<file path="src/rtl/sensor_min_max_normalizer_core_assert.svh">
// Assertion macros shared by the sensor normaliser RTL.
// Included by modules that check their own control logic; no other dependencies.
`ifndef SENSOR_MIN_MAX_NORMALIZER_CORE_ASSERT_SVH
`define SENSOR_MIN_MAX_NORMALIZER_CORE_ASSERT_SVH

// Same-cycle implication, disabled during reset.
`define SMMN_ASSERT_NOW(lbl, clk, rst_n, ante, cons) \
    lbl: assert property (@(posedge clk) disable iff (!rst_n) (ante) |-> (cons)) \
        else $error("smmn: same-cycle check failed");

// Next-cycle implication, disabled during reset.
`define SMMN_ASSERT_NEXT(lbl, clk, rst_n, ante, cons) \
    lbl: assert property (@(posedge clk) disable iff (!rst_n) (ante) |=> (cons)) \
        else $error("smmn: next-cycle check failed");

`endif

</file>
<file path="src/rtl/smmn_pkg.sv">
// Shared types and constants for the sensor min/max normaliser.
// No dependencies; used by every RTL file but the assertion macro header.
package smmn_pkg;

    localparam int CHANNELS_DEF    = 12;
    localparam int SAMPLE_BITS_DEF = 12;
    localparam int CH_W            = 4;
    localparam int LEVEL_W         = 16;
    localparam int FRAC_BITS       = 15;
    localparam int QUEUE_DEPTH     = 2;

    localparam logic [LEVEL_W-1:0] LEVEL_ZERO = '0;
    localparam logic [LEVEL_W-1:0] LEVEL_ONE  = LEVEL_W'(1) << FRAC_BITS;

    localparam logic OP_CALIBRATE = 1'b0;
    localparam logic OP_NORMALIZE = 1'b1;

    typedef enum logic [1:0] {
        KIND_CAL,
        KIND_NORM,
        KIND_BAD
    } t_kind;

    typedef struct packed {
        t_kind            kind;
        logic [CH_W-1:0]  channel;
    } t_tag;

    typedef enum logic [2:0] {
        ST_IDLE,
        ST_DECIDE,
        ST_DIVIDE,
        ST_EMIT
    } t_back_state;

endpackage

</file>
<file path="src/rtl/smmn_if.sv">
// Handshake channels of the sensor normaliser: sample input and level output.
// Depends on smmn_pkg for field widths.
interface smmn_in_if #(
    parameter int SAMPLE_BITS = smmn_pkg::SAMPLE_BITS_DEF
);
    logic                        valid;
    logic                        ready;
    logic                        operation;
    logic [smmn_pkg::CH_W-1:0]   channel;
    logic [SAMPLE_BITS-1:0]      raw_sample;

    modport source (output valid, operation, channel, raw_sample, input ready);
    modport sink   (input valid, operation, channel, raw_sample, output ready);
endinterface

interface smmn_out_if;
    logic                          valid;
    logic                          ready;
    logic [smmn_pkg::CH_W-1:0]     out_channel;
    logic [smmn_pkg::LEVEL_W-1:0]  level;
    logic                          uncalibrated;

    modport source (output valid, out_channel, level, uncalibrated, input ready);
    modport sink   (input valid, out_channel, level, uncalibrated, output ready);
endinterface

</file>
<file path="src/rtl/sensor_min_max_normalizer_core.sv">
// Sensor min/max normaliser, top level.
// Depends on smmn_pkg, smmn_if, smmn_front and smmn_back.
//
// Usage: i_in carries beats of {operation, channel, raw_sample}. A calibrate beat widens
// the stored low and high marks of its channel and produces nothing; a calibrate beat for
// a channel that does not exist is dropped. A normalise beat produces one beat on o_out:
// the channel, the level (raw - low) / (high - low) in unsigned Q1.15, saturated to 0..1.0,
// and an uncalibrated flag when high is not above low (or the channel does not exist).
// The front end takes beats into a two-entry command queue, so i_in accepts up to two
// beats while the back end is busy; once both entries are taken i_in.ready falls.
// Back-end steps: a calibrate beat goes through IDLE and DECIDE, where the marks are written.
// A normalise beat that saturates or has uncalibrated marks goes IDLE, DECIDE, EMIT to the
// output register; one that needs the divider also passes DIVIDE, the radix-2 divider giving
// one quotient bit per cycle over 15 bits. The back end handles one command at a time.
// Reset (synchronous, active low) empties the queue and the output register and returns
// every channel to low mark full scale, high mark zero, through per-channel valid bits.
// When o_out is stalled the result holds in the output register; the back end then waits
// with its next result, the queue fills and i_in.ready falls.
module sensor_min_max_normalizer_core #(
    parameter int CHANNELS    = smmn_pkg::CHANNELS_DEF,
    parameter int SAMPLE_BITS = smmn_pkg::SAMPLE_BITS_DEF
) (
    input  logic        i_clk,
    input  logic        i_rst_n,
    smmn_in_if.sink     i_in,
    smmn_out_if.source  o_out
);
    logic                    cmd_valid;
    smmn_pkg::t_tag          cmd_tag;
    logic [SAMPLE_BITS-1:0]  cmd_raw;
    logic                    cmd_pop;

    smmn_front #(
        .CHANNELS    (CHANNELS),
        .SAMPLE_BITS (SAMPLE_BITS)
    ) u_front (
        .i_clk       (i_clk),
        .i_rst_n     (i_rst_n),
        .i_in        (i_in),
        .o_cmd_valid (cmd_valid),
        .o_cmd_tag   (cmd_tag),
        .o_cmd_raw   (cmd_raw),
        .i_cmd_pop   (cmd_pop)
    );

    smmn_back #(
        .CHANNELS    (CHANNELS),
        .SAMPLE_BITS (SAMPLE_BITS)
    ) u_back (
        .i_clk       (i_clk),
        .i_rst_n     (i_rst_n),
        .i_cmd_valid (cmd_valid),
        .i_cmd_tag   (cmd_tag),
        .i_cmd_raw   (cmd_raw),
        .o_cmd_pop   (cmd_pop),
        .o_out       (o_out)
    );

endmodule

</file>
<file path="src/rtl/smmn_front.sv">
// Front end: accepts sample beats, classifies them and queues commands for the back end.
// Depends on smmn_pkg and smmn_in_if.
module smmn_front #(
    parameter int CHANNELS    = smmn_pkg::CHANNELS_DEF,
    parameter int SAMPLE_BITS = smmn_pkg::SAMPLE_BITS_DEF
) (
    input  logic                    i_clk,
    input  logic                    i_rst_n,
    smmn_in_if.sink                 i_in,
    output logic                    o_cmd_valid,
    output smmn_pkg::t_tag          o_cmd_tag,
    output logic [SAMPLE_BITS-1:0]  o_cmd_raw,
    input  logic                    i_cmd_pop
);
    localparam int PTR_W = (smmn_pkg::QUEUE_DEPTH > 1) ? $clog2(smmn_pkg::QUEUE_DEPTH) : 1;
    localparam int CNT_W = $clog2(smmn_pkg::QUEUE_DEPTH + 1);

    smmn_pkg::t_tag          r_q_tag [smmn_pkg::QUEUE_DEPTH];
    logic [SAMPLE_BITS-1:0]  r_q_raw [smmn_pkg::QUEUE_DEPTH];
    logic [PTR_W-1:0]        r_wr_ptr, n_wr_ptr;
    logic [PTR_W-1:0]        r_rd_ptr, n_rd_ptr;
    logic [CNT_W-1:0]        r_count, n_count;

    logic            accept;
    logic            ch_ok;
    logic            push;
    smmn_pkg::t_tag  in_tag;

    assign i_in.ready = (r_count != CNT_W'(smmn_pkg::QUEUE_DEPTH));
    assign accept     = i_in.valid && i_in.ready;
    assign ch_ok      = (32'(i_in.channel) < 32'(CHANNELS));

    // A calibrate beat for a channel that does not exist is simply dropped.
    assign push = accept && !((i_in.operation == smmn_pkg::OP_CALIBRATE) && !ch_ok);

    always_comb begin
        in_tag.channel = i_in.channel;
        priority if (!ch_ok) begin
            in_tag.kind = smmn_pkg::KIND_BAD;
        end else if (i_in.operation == smmn_pkg::OP_NORMALIZE) begin
            in_tag.kind = smmn_pkg::KIND_NORM;
        end else begin
            in_tag.kind = smmn_pkg::KIND_CAL;
        end
    end

    always_comb begin
        n_wr_ptr = r_wr_ptr;
        n_rd_ptr = r_rd_ptr;
        n_count  = r_count;
        if (push) begin
            n_wr_ptr = (r_wr_ptr == PTR_W'(smmn_pkg::QUEUE_DEPTH - 1)) ? '0 : r_wr_ptr + 1'b1;
        end
        if (i_cmd_pop) begin
            n_rd_ptr = (r_rd_ptr == PTR_W'(smmn_pkg::QUEUE_DEPTH - 1)) ? '0 : r_rd_ptr + 1'b1;
        end
        unique case ({push, i_cmd_pop})
            2'b10:   n_count = r_count + 1'b1;
            2'b01:   n_count = r_count - 1'b1;
            default: n_count = r_count;
        endcase
    end

    always_ff @(posedge i_clk) begin
        if (!i_rst_n) begin
            r_wr_ptr <= '0;
            r_rd_ptr <= '0;
            r_count  <= '0;
        end else begin
            r_wr_ptr <= n_wr_ptr;
            r_rd_ptr <= n_rd_ptr;
            r_count  <= n_count;
        end
    end

    always_ff @(posedge i_clk) begin
        if (push) begin
            r_q_tag[r_wr_ptr] <= in_tag;
            r_q_raw[r_wr_ptr] <= i_in.raw_sample;
        end
    end

    assign o_cmd_valid = (r_count != '0);
    assign o_cmd_tag   = r_q_tag[r_rd_ptr];
    assign o_cmd_raw   = r_q_raw[r_rd_ptr];

endmodule

</file>
<file path="src/rtl/smmn_div.sv">
// Radix-2 restoring divider giving floor(above * 2^FRAC_BITS / span) for above < span.
// Depends on smmn_pkg; one quotient bit per cycle.
module smmn_div #(
    parameter int SAMPLE_BITS = smmn_pkg::SAMPLE_BITS_DEF
) (
    input  logic                              i_clk,
    input  logic                              i_rst_n,
    input  logic                              i_start,
    input  logic [SAMPLE_BITS-1:0]            i_above,
    input  logic [SAMPLE_BITS-1:0]            i_span,
    output logic                              o_done,
    output logic [smmn_pkg::FRAC_BITS-1:0]    o_quot
);
    localparam int QB    = smmn_pkg::FRAC_BITS;
    localparam int CNT_W = $clog2(QB + 1);

    logic [SAMPLE_BITS-1:0]  r_rem;
    logic [SAMPLE_BITS-1:0]  r_span;
    logic [QB-1:0]           r_quot;
    logic [CNT_W-1:0]        r_cnt;
    logic                    r_busy;
    logic                    r_done;

    logic [SAMPLE_BITS:0]    shifted;
    logic [SAMPLE_BITS:0]    diff;
    logic                    ge;

    // The remainder stays below the span, so the shifted value fits in one extra bit.
    assign shifted = {r_rem, 1'b0};
    assign diff    = shifted - {1'b0, r_span};
    assign ge      = (shifted >= {1'b0, r_span});

    always_ff @(posedge i_clk) begin
        if (!i_rst_n) begin
            r_busy <= 1'b0;
            r_done <= 1'b0;
            r_cnt  <= '0;
        end else begin
            r_done <= 1'b0;
            if (i_start) begin
                r_busy <= 1'b1;
                r_cnt  <= CNT_W'(QB);
            end else if (r_busy) begin
                r_cnt <= r_cnt - 1'b1;
                if (r_cnt == CNT_W'(1)) begin
                    r_busy <= 1'b0;
                    r_done <= 1'b1;
                end
            end
        end
    end

    always_ff @(posedge i_clk) begin
        if (i_start) begin
            r_rem  <= i_above;
            r_span <= i_span;
            r_quot <= '0;
        end else if (r_busy) begin
            r_rem  <= ge ? diff[SAMPLE_BITS-1:0] : shifted[SAMPLE_BITS-1:0];
            r_quot <= {r_quot[QB-2:0], ge};
        end
    end

    assign o_done = r_done;
    assign o_quot = r_quot;

endmodule

</file>
<file path="src/rtl/smmn_back.sv">
// Back end: mark store, calibration update, level computation and output register.
// Depends on smmn_pkg, smmn_out_if, smmn_div and the assertion macro header.
`include "sensor_min_max_normalizer_core_assert.svh"

module smmn_back #(
    parameter int CHANNELS    = smmn_pkg::CHANNELS_DEF,
    parameter int SAMPLE_BITS = smmn_pkg::SAMPLE_BITS_DEF
) (
    input  logic                    i_clk,
    input  logic                    i_rst_n,
    input  logic                    i_cmd_valid,
    input  smmn_pkg::t_tag          i_cmd_tag,
    input  logic [SAMPLE_BITS-1:0]  i_cmd_raw,
    output logic                    o_cmd_pop,
    smmn_out_if.source              o_out
);
    localparam int IDX_W = (CHANNELS > 1) ? $clog2(CHANNELS) : 1;
    localparam int SB    = SAMPLE_BITS;
    localparam int LW    = smmn_pkg::LEVEL_W;

    // Mark store: {high, low} per channel; an unwritten entry reads as low full scale, high zero.
    logic [2*SB-1:0]  r_mark_mem [CHANNELS];
    logic [CHANNELS-1:0] r_mark_vld;

    smmn_pkg::t_back_state r_state, n_state;

    smmn_pkg::t_kind         r_kind;
    logic [smmn_pkg::CH_W-1:0] r_ch;
    logic [SB-1:0]           r_raw;
    logic [IDX_W-1:0]        r_idx;
    logic [2*SB-1:0]         r_rd_mark;
    logic                    r_rd_ok;
    logic [LW-1:0]           r_res_level;
    logic                    r_res_uncal;

    logic                       r_out_valid;
    logic [smmn_pkg::CH_W-1:0]  r_out_ch;
    logic [LW-1:0]              r_out_level;
    logic                       r_out_uncal;

    logic [smmn_pkg::CH_W+IDX_W-1:0] ch_ext;
    logic [IDX_W-1:0]        cmd_idx;
    logic [SB-1:0]           lo, hi, new_lo, new_hi;
    logic                    uncal, at_low, at_high;
    logic                    mark_we, div_start, out_load, out_free;
    logic                    div_done;
    logic [smmn_pkg::FRAC_BITS-1:0] div_quot;

    assign ch_ext  = {{IDX_W{1'b0}}, i_cmd_tag.channel};
    assign cmd_idx = ch_ext[IDX_W-1:0];

    assign lo      = r_rd_ok ? r_rd_mark[SB-1:0]    : {SB{1'b1}};
    assign hi      = r_rd_ok ? r_rd_mark[2*SB-1:SB] : {SB{1'b0}};
    assign new_lo  = (r_raw < lo) ? r_raw : lo;
    assign new_hi  = (r_raw > hi) ? r_raw : hi;
    assign uncal   = (hi <= lo);
    assign at_low  = (r_raw <= lo);
    assign at_high = (r_raw >= hi);
    assign out_free = !r_out_valid || o_out.ready;

    always_comb begin
        n_state = r_state;
        unique case (r_state)
            smmn_pkg::ST_IDLE: begin
                if (i_cmd_valid) begin
                    n_state = (i_cmd_tag.kind == smmn_pkg::KIND_BAD) ?
                              smmn_pkg::ST_EMIT : smmn_pkg::ST_DECIDE;
                end
            end
            smmn_pkg::ST_DECIDE: begin
                priority if (r_kind == smmn_pkg::KIND_CAL) begin
                    n_state = smmn_pkg::ST_IDLE;
                end else if (uncal || at_low || at_high) begin
                    n_state = smmn_pkg::ST_EMIT;
                end else begin
                    n_state = smmn_pkg::ST_DIVIDE;
                end
            end
            smmn_pkg::ST_DIVIDE: begin
                if (div_done) begin
                    n_state = smmn_pkg::ST_EMIT;
                end
            end
            smmn_pkg::ST_EMIT: begin
                if (out_free) begin
                    n_state = smmn_pkg::ST_IDLE;
                end
            end
            default: n_state = smmn_pkg::ST_IDLE;
        endcase
    end

    always_comb begin
        o_cmd_pop = (r_state == smmn_pkg::ST_IDLE) && i_cmd_valid;
        mark_we   = (r_state == smmn_pkg::ST_DECIDE) && (r_kind == smmn_pkg::KIND_CAL);
        div_start = (r_state == smmn_pkg::ST_DECIDE) && (r_kind != smmn_pkg::KIND_CAL) &&
                    !(uncal || at_low || at_high);
        out_load  = (r_state == smmn_pkg::ST_EMIT) && out_free;
    end

    always_ff @(posedge i_clk) begin
        if (!i_rst_n) begin
            r_state <= smmn_pkg::ST_IDLE;
        end else begin
            r_state <= n_state;
        end
    end

    always_ff @(posedge i_clk) begin
        if (!i_rst_n) begin
            r_mark_vld <= '0;
        end else if (mark_we) begin
            r_mark_vld[r_idx] <= 1'b1;
        end
    end

    always_ff @(posedge i_clk) begin
        if (mark_we) begin
            r_mark_mem[r_idx] <= {new_hi, new_lo};
        end
        if (o_cmd_pop && (i_cmd_tag.kind != smmn_pkg::KIND_BAD)) begin
            r_rd_mark <= r_mark_mem[cmd_idx];
            r_rd_ok   <= r_mark_vld[cmd_idx];
        end
    end

    always_ff @(posedge i_clk) begin
        if (o_cmd_pop) begin
            r_kind      <= i_cmd_tag.kind;
            r_ch        <= i_cmd_tag.channel;
            r_raw       <= i_cmd_raw;
            r_idx       <= cmd_idx;
            r_res_level <= smmn_pkg::LEVEL_ZERO;
            r_res_uncal <= 1'b1;
        end else if (r_state == smmn_pkg::ST_DECIDE) begin
            r_res_uncal <= uncal;
            priority if (uncal || at_low) begin
                r_res_level <= smmn_pkg::LEVEL_ZERO;
            end else if (at_high) begin
                r_res_level <= smmn_pkg::LEVEL_ONE;
            end else begin
                r_res_level <= smmn_pkg::LEVEL_ZERO;
            end
        end else if (div_done) begin
            r_res_level <= LW'(div_quot);
        end
    end

    smmn_div #(
        .SAMPLE_BITS (SAMPLE_BITS)
    ) u_div (
        .i_clk   (i_clk),
        .i_rst_n (i_rst_n),
        .i_start (div_start),
        .i_above (r_raw - lo),
        .i_span  (hi - lo),
        .o_done  (div_done),
        .o_quot  (div_quot)
    );

    always_ff @(posedge i_clk) begin
        if (!i_rst_n) begin
            r_out_valid <= 1'b0;
        end else if (out_load) begin
            r_out_valid <= 1'b1;
        end else if (o_out.ready) begin
            r_out_valid <= 1'b0;
        end
    end

    always_ff @(posedge i_clk) begin
        if (out_load) begin
            r_out_ch    <= r_ch;
            r_out_level <= r_res_level;
            r_out_uncal <= r_res_uncal;
        end
    end

    assign o_out.valid        = r_out_valid;
    assign o_out.out_channel  = r_out_ch;
    assign o_out.level        = r_out_level;
    assign o_out.uncalibrated = r_out_uncal;

    `SMMN_ASSERT_NOW(a_done_in_divide, i_clk, i_rst_n, div_done, r_state == smmn_pkg::ST_DIVIDE)
    `SMMN_ASSERT_NEXT(a_start_enters_divide, i_clk, i_rst_n, div_start, r_state == smmn_pkg::ST_DIVIDE)
    `SMMN_ASSERT_NOW(a_level_in_range, i_clk, i_rst_n, r_out_valid, r_out_level <= smmn_pkg::LEVEL_ONE)
    `SMMN_ASSERT_NOW(a_uncal_level_zero, i_clk, i_rst_n, r_out_valid && r_out_uncal, r_out_level == smmn_pkg::LEVEL_ZERO)

endmodule

</file>
<file path="src/flat_wrapper.sv">
// flat-port wrapper written by rule: the top's interface ports become plain ports
module sensor_min_max_normalizer_core_flat 
#(
    parameter int CHANNELS    = smmn_pkg::CHANNELS_DEF,
    parameter int SAMPLE_BITS = smmn_pkg::SAMPLE_BITS_DEF
)
  (i_clk, i_rst_n, i_in_valid, i_in_operation, i_in_channel, i_in_raw_sample, i_in_ready, o_out_valid, o_out_out_channel, o_out_level, o_out_uncalibrated, o_out_ready);
  smmn_in_if #(.SAMPLE_BITS(SAMPLE_BITS)) i_in_i ();
  smmn_out_if o_out_i ();
  input  logic i_clk;
  input  logic i_rst_n;
  input wire logic [$bits(i_in_i.valid)-1:0] i_in_valid;
  input wire logic [$bits(i_in_i.operation)-1:0] i_in_operation;
  input wire logic [$bits(i_in_i.channel)-1:0] i_in_channel;
  input wire logic [$bits(i_in_i.raw_sample)-1:0] i_in_raw_sample;
  output wire logic [$bits(i_in_i.ready)-1:0] i_in_ready;
  output wire logic [$bits(o_out_i.valid)-1:0] o_out_valid;
  output wire logic [$bits(o_out_i.out_channel)-1:0] o_out_out_channel;
  output wire logic [$bits(o_out_i.level)-1:0] o_out_level;
  output wire logic [$bits(o_out_i.uncalibrated)-1:0] o_out_uncalibrated;
  input wire logic [$bits(o_out_i.ready)-1:0] o_out_ready;
  assign i_in_i.valid = i_in_valid;
  assign i_in_i.operation = i_in_operation;
  assign i_in_i.channel = i_in_channel;
  assign i_in_i.raw_sample = i_in_raw_sample;
  assign i_in_ready = i_in_i.ready;
  assign o_out_valid = o_out_i.valid;
  assign o_out_out_channel = o_out_i.out_channel;
  assign o_out_level = o_out_i.level;
  assign o_out_uncalibrated = o_out_i.uncalibrated;
  assign o_out_i.ready = o_out_ready;
  sensor_min_max_normalizer_core #(.CHANNELS(CHANNELS), .SAMPLE_BITS(SAMPLE_BITS)) u_core (.i_clk(i_clk), .i_rst_n(i_rst_n), .i_in(i_in_i), .o_out(o_out_i));
endmodule
</file>
<file path="config.mk">
export PLATFORM = sky130hd
export DESIGN_NAME = sensor_min_max_normalizer_core_flat
export DESIGN_NICKNAME = d
export VERILOG_FILES = /design/src/rtl/smmn_pkg.sv /design/src/rtl/smmn_if.sv /design/src/rtl/sensor_min_max_normalizer_core.sv /design/src/rtl/smmn_front.sv /design/src/rtl/smmn_div.sv /design/src/rtl/smmn_back.sv /design/src/flat_wrapper.sv
export VERILOG_INCLUDE_DIRS = /design/src /design/src/rtl
export SDC_FILE = /design/constraint.sdc
export NUM_CORES = 1
export LEC_CHECK = 0
export BUFFER_PORTS_ARGS = -buffer_cell sky130_fd_sc_hd__buf_4
export CAP_MARGIN = 10
export CORE_MARGIN = 5
export CORE_UTILIZATION = 55
export DETAILED_ROUTE_END_ITERATION = 10
export GPL_TIMING_DRIVEN = 0
export PLACE_DENSITY = 0.72
export SETUP_SLACK_MARGIN = 0.5
export SYNTH_ARGS = -nofsm -noshare
export SYNTH_HDL_FRONTEND = slang
export SYNTH_SLANG_ARGS = --single-unit
</file>
<file path="constraint.sdc">
create_clock -name i_clk -period 4.53 [get_ports i_clk]
set_clock_uncertainty 0.2 [all_clocks]
set_input_delay 0.6795 -clock i_clk [delete_from_list [all_inputs] [get_ports i_clk]]
set_output_delay 0.6795 -clock i_clk [all_outputs]
set_load 0.005 [all_outputs]
</file>
==> results.toml, run 1 <==
[yosys]
synth_top_area_share_pct = 61.4
synth_common_cells = "edfxtp_1, nand2_1, nand3_1"
yosysUniqueCellTypes = 68
syn_nets = 1730
yosysWarningCount = 0
synth.cell_area_mm2 = 0.0202
yosysTopAreaCell = "edfxtp_1"
synth.most_common_cell = "edfxtp_1"
syn_inst = 1660
async_flop_share_pct = 0
synthTopCellsByArea = "edfxtp_1, nand2_1, dfxtp_1, nand3_1, mux2i_1"
ys_ff_latch = 470
avgSynthCellArea_um2 = 12.1
synth-edff-count = 412
synth_flop_cell = "edfxtp_1"
ys_seq_area_share_pct = 67.1

[timing]
drv_slew = 0
relSlewSlack_pct = 21.0
period_minus_slack_ps = 3920
fin_hold_ws_ps = 71.5
tns_ps = 0
grt_setup_unrepaired = "no"
hold_viol_final = 0
timing.final.crit_share_pct = 86.5
max_freq_ghz = 0.255
tightest_slew_ps = 1150
setup_viol = 0

[clocking]
clock_latency_ps = 590
cts_tree = "done"
cts-buffers-inserted = 47
cts_root_buf = "clkbuf_16"
htree_num_levels = 2
clk_pin_slew_ps = 60
postCtsHoldBufs = 0
numClockSinks = 470
clockBufferDepth = 3

[floorplan]
die-area_mm2 = 0.0406
start_util_pct = 55.3
die_w_um = 201
num_rows = 70
ioPinCount = 44
core_area_mm2 = 0.0364
die_y_um = 201

[setup_path]
rr_worst_depth = 11
crit_start = "u_core.u_back.r_rd_ok$_DFFE_PP_"
crit_path_start_kind = "flip-flop"
required_ps = 4560
critPathKind = "flip-flop to flip-flop"
cp_max_fo = 12
endpoint = "u_core.u_back.r_mark_mem[2][1]$_DFFE_PP_"
worstReg2RegEnd = "u_core.u_back.r_mark_mem[2][1]$_DFFE_PP_"
r2r_slack_ps = 610
cp.arrival_ps = 3940
reg2reg_from = "u_core.u_back.r_rd_ok$_DFFE_PP_"
cp-end-kind = "flip-flop"

[pwr]
combPwrFrac_pct = 33.8
power.total_uw = 15100
power_switching_uw = 5280
powerDensity_mw_per_mm2 = 646
seq_power_share_pct = 41.0
ir_worst_vdd_mv = 0.407
clkPwrFrac_pct = 25.2
power_switching_share_pct = 34.9
intPower_uw = 9850
leakagePower_uw = 0.00856

[grt]
grt_pass1_wl_um = 74500
grt_pass1_vias = 13300
track_usage_pct = 23.6
grt_remaining_overflow = 0
grt_max_degree = 26
antenna_found_initial = 0

[layout]
final_area_mm2 = 0.0234
syn2layout_area_growth_pct = 16.1
fillers = 2654
diodes = 0
final_cells = 2299
fin_nets = 1864
drive_above_1_share_pct = 12.3

[routing]
drtAntennaViolNets = 0
vias = 13400
initialDrtViolationCount = 1305
routed_wl_um = 48300
firstDrtPassIters = 6
drc = 0
via_per_inst = 5.83
wl_per_cell_um = 21.0

[worst_hold_path]
hp-class = "input port to flip-flop"
worstHoldPathCells = 1

[placement]
place_area_mm2 = 0.0215
port_buffers = 42
place_hpwl_um = 34200
globalplace.congestion = 0.956
place_inst = 2197

[run]
cap_violations = 0

[outcome]
outcome = "finished, final reports clean"
## state kept, by name, indices dropped and copies added (netlist names), 2 cells and up, named ones only
register,count
u_core.u_back.o_out.out_channel,4
u_core.u_back.u_div.o_quot,15
u_core.u_back.o_out.level,16
u_core.u_back.r_res_level,16
u_core.u_back.r_idx,4
u_core.u_front.r_q_tag,12
u_core.u_back.r_raw,12
u_core.u_front.r_count,2
u_core.u_back.r_kind,2
u_core.u_back.r_mark_vld,12
u_core.u_back.u_div.r_rem,12
u_core.u_back.u_div.r_cnt,4
u_core.u_back.r_state,2
u_core.u_front.r_q_raw,24
u_core.u_back.r_mark_mem,288
u_core.u_back.u_div.r_span,12
u_core.u_back.r_rd_mark,24
## area by class of cell
class | count | area, µm² | area share (%)
inverter | 55 | 206 | 0.882
clock inverter | 21 | 165 | 0.706
buffer | 81 | 357 | 1.52
sequential | 470 | 13500 | 57.8
timing repair buffer | 85 | 872 | 3.73
tap | 468 | 586 | 2.50
clock buffer | 65 | 1350 | 5.76
multi-input combinational | 1054 | 6340 | 27.1
## power groups by stage
stage | sequential (µW) | combinational (µW) | clock [µW]
finish | 6210 | 5110 | 3810
global route | 6230 | 5520 | 4050
CTS | 6200 | 4960 | 3860
detailed placement | 6300 | 4410 | 0
global placement | 6310 | 4100 | 0
floorplan | 6160 | 2780 | 0
## per-layer routing
layer | wire [µm] | share of wire (%) | GRT usage, % | vias up
li1 | - | - | - | 6257
met1 | 19400 | 40 | 30.3 | 6544
met2 | 23900 | 50 | 40.6 | 496
met3 | 3430 | 7.1 | 4.29 | 97
met4 | 1530 | 3.2 | 8.06 | 0
met5 | 0 | 0 | 0 | -
## stage by stage
stage	worst slack, ps	utilization [%]
final	613	64.2
after global routing	504	64.2
after detailed placement	-436	58.9
after floorplan	758	-
after CTS	500	64.0
after global placement	-564	57.8
## cells by family after synthesis
| group | count (synthesis) | synth area share [%] |
|---|---|---|
| AND/OR/NAND/NOR | 712 | 15.7 |
| flip-flops | 470 | 67.1 |
| AO/OA/AOI/OAI | 174 | 5.46 |
| buffers and inverters | 136 | 2.68 |
| multiplexers | 83 | 4.28 |
| adder cells (fa/ha/maj) | 50 | 3.20 |
| XOR/XNOR | 35 | 1.56 |
## worst max-delay path: stages (launching register included)
cell and delay, ps:
edfxtp_1 460, buf_4 220, inv_1 120, buf_6 200, nor2_4 90, fa_1 480
a211oi_1 230, o21bai_1 140, o21ai_0 110, o211a_1 210, buf_6 140, mux2i_1 940
## worst min path at each step
stage | start | end | slack, ps
final | i_in_channel[1] | u_core.u_front.r_q_tag[0][1]$_DFFE_PP_ | 70
after global routing | i_in_channel[1] | u_core.u_front.r_q_tag[0][1]$_DFFE_PP_ | 60
after CTS | i_in_channel[1] | u_core.u_front.r_q_tag[0][1]$_DFFE_PP_ | 50
after detailed placement | u_core.u_back.r_res_level[11]$_SDFFE_PP0P_ | u_core.u_back.o_out.level[11]$_DFFE_PP_ | 220
after global placement | u_core.u_back.r_res_uncal$_SDFFE_PP1P_ | u_core.u_back.o_out.uncalibrated$_DFFE_PP_ | 220
after floorplan | u_core.u_back.r_res_level[0]$_SDFFE_PP0P_ | u_core.u_back.o_out.level[0]$_DFFE_PP_ | 210
## cells in the final DEF (no fill, tap or decap), types with 5 or more instances in the layout
cell type / netlist / routed
mux2i_4: 0 / 8
nand3_1: 203 / 203
inv_1: 53 / 53
a31oi_1: 30 / 30
buf_8: 0 / 9
edfxtp_1: 412 / 412
nor3_2: 0 / 5
buf_12: 0 / 8
or3_1: 5 / 5
a21boi_0: 6 / 6
o21a_1: 19 / 19
buf_2: 3 / 5
o21ai_2: 0 / 5
nor2_2: 0 / 14
xnor2_1: 22 / 22
nand4_1: 11 / 11
buf_4: 1 / 55
and2_1: 7 / 7
nor2b_1: 15 / 15
clkbuf_1: 55 / 63
ha_1: 46 / 46
o21ai_1: 1 / 7
buf_6: 3 / 14
buf_1: 19 / 18
clkbuf_16: 0 / 50
xor2_1: 12 / 12
nor2_1: 77 / 58
nor3_1: 11 / 6
a21oi_1: 50 / 49
dfxtp_1: 58 / 58
nand2b_1: 14 / 14
clkinv_1: 1 / 12
o21ai_0: 27 / 15
mux2_2: 15 / 15
mux2i_1: 66 / 57
nand2_1: 349 / 349
a21o_1: 9 / 9
nor2_4: 0 / 5
## repair_timing
action	4_1_cts	5_1_grt
buffers inserted	8	7
cloned	0	0
endpoints found under the setup margin	347	222
gates resized for setup	50	10
pin swaps	1	2
(Power assumes the default switching activity.)
==> inputs of run 2 (changes only) <==
- CORE_ASPECT_RATIO: unset -> 0.8
==> run 2 against run 1 <==
Count of clock-buffer cells in the layout is 6 lower. Clock power increased by 1%. Setup slack worse by 30 ps. Cell count is 0.22% lower. Via count rose by 2.7%. Wire length increased by 6.6%. Non-clock buffer count decreased by 16. Critical path type unchanged. Largest cell class unchanged. Largest power group unchanged.
==> results.toml, run 2 (synthesis gave the netlist of run 1 again) <==
[timing]
setup_viol = 0
hold_viol_final = 0
drv_slew = 0
timing.final.crit_share_pct = 87.1
max_freq_ghz = 0.253
grt_setup_unrepaired = "yes"
tightest_slew_ps = 1130
period_minus_slack_ps = 3950
tns_ps = 0
relSlewSlack_pct = 22.4

[floorplan]
die-area_mm2 = 0.0406
die_w_um = 224
num_rows = 62
die_y_um = 181
start_util_pct = 55.9
core_area_mm2 = 0.0361
ioPinCount = 44

[clocking]
cts_root_buf = "clkbuf_16"
clk_pin_slew_ps = 60
cts-buffers-inserted = 46
clockBufferDepth = 3
htree_num_levels = 2
cts_tree = "done"
clock_latency_ps = 570
postCtsHoldBufs = 0
numClockSinks = 470

[pwr]
power_switching_uw = 5310
power.total_uw = 14900
ir_worst_vdd_mv = 0.399
intPower_uw = 9640
leakagePower_uw = 0.00844
powerDensity_mw_per_mm2 = 644
clkPwrFrac_pct = 25.7
power_switching_share_pct = 35.5
seq_power_share_pct = 41.5
combPwrFrac_pct = 32.8

[layout]
fin_nets = 1847
fillers = 2632
reg_top3 = "u_core.u_back.r_mark_mem x288, u_core.u_back.r_rd_mark x24, u_core.u_front.r_q_raw x24"
final_common_cell = "edfxtp_1"
diodes = 0
regMostFlops = "u_core.u_back.r_mark_mem"
largest_reg_flops = 288
syn2layout_area_growth_pct = 15.0
ff_latch_area_mm2 = 0.0135
post-route-util_pct = 64.3
layout_common_cells = "edfxtp_1, nand2_1, nand3_1"
multi_input_area_mm2 = 0.00640
final_area_mm2 = 0.0232
drive_above_1_share_pct = 12.5

[grt]
grt_pass1_wl_um = 78500
grt_pass1_vias = 13500
grt_max_degree = 26
track_usage_pct = 25.1
antenna_found_initial = 0
grt_remaining_overflow = 0

[setup_path]
rr_worst_depth = 11
critPathKind = "flip-flop to flip-flop"
cp-end-kind = "flip-flop"
cp_max_fo = 12
reg2reg_from = "u_core.u_back.r_rd_ok$_DFFE_PP_"
required_ps = 4620
r2r_slack_ps = 580
cp.arrival_ps = 4040
crit_path_start_kind = "flip-flop"
worstReg2RegEnd = "u_core.u_back.r_mark_mem[1][19]$_DFFE_PP_"

[routing]
wl_per_cell_um = 22.5
firstDrtPassIters = 7
via_per_inst = 6.00
vias = 13800
drc = 0
routed_wl_um = 51500
drtAntennaViolNets = 0
initialDrtViolationCount = 1644

[worst_hold_path]
worstHoldPathCells = 1
hold_end = "u_core.u_front.r_q_raw[1][4]$_DFFE_PP_"
hp-class = "input port to flip-flop"
min-delay-start = "i_in_raw_sample[4]"

[placement]
place_area_mm2 = 0.0214
globalplace.congestion = 0.886
place_hpwl_um = 35400
port_buffers = 42

[outcome]
outcome = "finished, final reports clean"

[run]
cap_violations = 0
run 2: cell types whose count changed in the layout (fill, tap and decap cells not counted), sizes merged:
cell / delta
clkinv: +3
buf: -16
inv: -2
clkbuf: -6
bufinv: +2
clkinvlp: +2
run 2: critical path, cell delays in order, from the launching register on:
cell       delay [ps]
edfxtp_1          400
clkbuf_4          240
buf_4             230
nand2_1           200
ha_1              360
nor2b_1           130
o211ai_1          230
a211oi_1          140
a2111oi_2         490
nor2b_1           230
clkbuf_2          300
o21ai_2           510
run 2: area by class of cell:
type                            instances  area share, %
Multi-Input combinational cell       1054           27.6
Clock buffer                           59           5.48
Clock inverter                         26           1.11
Tap cell                              480           2.59
Inverter                               55          0.890
Sequential cell                       470           58.3
Timing Repair Buffer                   69           2.47
Buffer                                 81           1.54
run 2: layer usage:
metal  up-vias  track usage, %  part of all wire [%]
met2       679            38.1                    45
li1       6234               -                     -
met3        97            5.66                   9.9
met5         -               0                     0
met4         0            7.28                   2.4
met1      6746            36.9                    43
run 2: per-stage QoR:
step / hold WS, ps / setup slack [ps] / instances
2_1_floorplan: 208 / 758 / 1660
6_report: 93.9 / 583 / 2294
3_3_place_gp: 219 / -904 / 2182
5_1_grt: 70.4 / 457 / 2294
4_1_cts: 68.5 / 408 / 2289
3_5_place_dp: 219 / -813 / 2202
run 2: timing repair:
action / CTS / global route
buffers inserted: 2 / 5
setup endpoints to repair: 347 / 322
gates resized for setup: 47 / 27
pin swaps: 1 / 2
run 2: worst max-delay path by stage:
stage / cells past startpoint / from / end / slack (ps)
after floorplan: 13 / u_core.u_back.r_rd_ok$_DFFE_PP_ / u_core.u_back.u_div.r_rem[0]$_DFFE_PP_ / 760
after global placement: 11 / u_core.u_back.r_rd_ok$_DFFE_PP_ / u_core.u_back.r_mark_mem[11][12]$_DFFE_PP_ / -900
after detailed placement: 11 / u_core.u_back.r_rd_ok$_DFFE_PP_ / u_core.u_back.r_mark_mem[6][19]$_DFFE_PP_ / -810
after CTS: 12 / u_core.u_back.r_rd_ok$_DFFE_PP_ / u_core.u_back.r_mark_mem[2][6]$_DFFE_PP_ / 410
after global routing: 11 / u_core.u_back.r_rd_ok$_DFFE_PP_ / u_core.u_back.r_mark_mem[5][19]$_DFFE_PP_ / 460
final: 11 / u_core.u_back.r_rd_ok$_DFFE_PP_ / u_core.u_back.r_mark_mem[1][19]$_DFFE_PP_ / 580
run 2: power groups by stage:
stage                     Clock [µW]  Combinational, µW  Sequential, µW
after floorplan                    0               2780            6160
after global placement             0               4150            6290
after detailed placement           0               4410            6280
after CTS                       3890               4650            6180
after global routing            4070               5270            6220
final                           3850               4900            6200
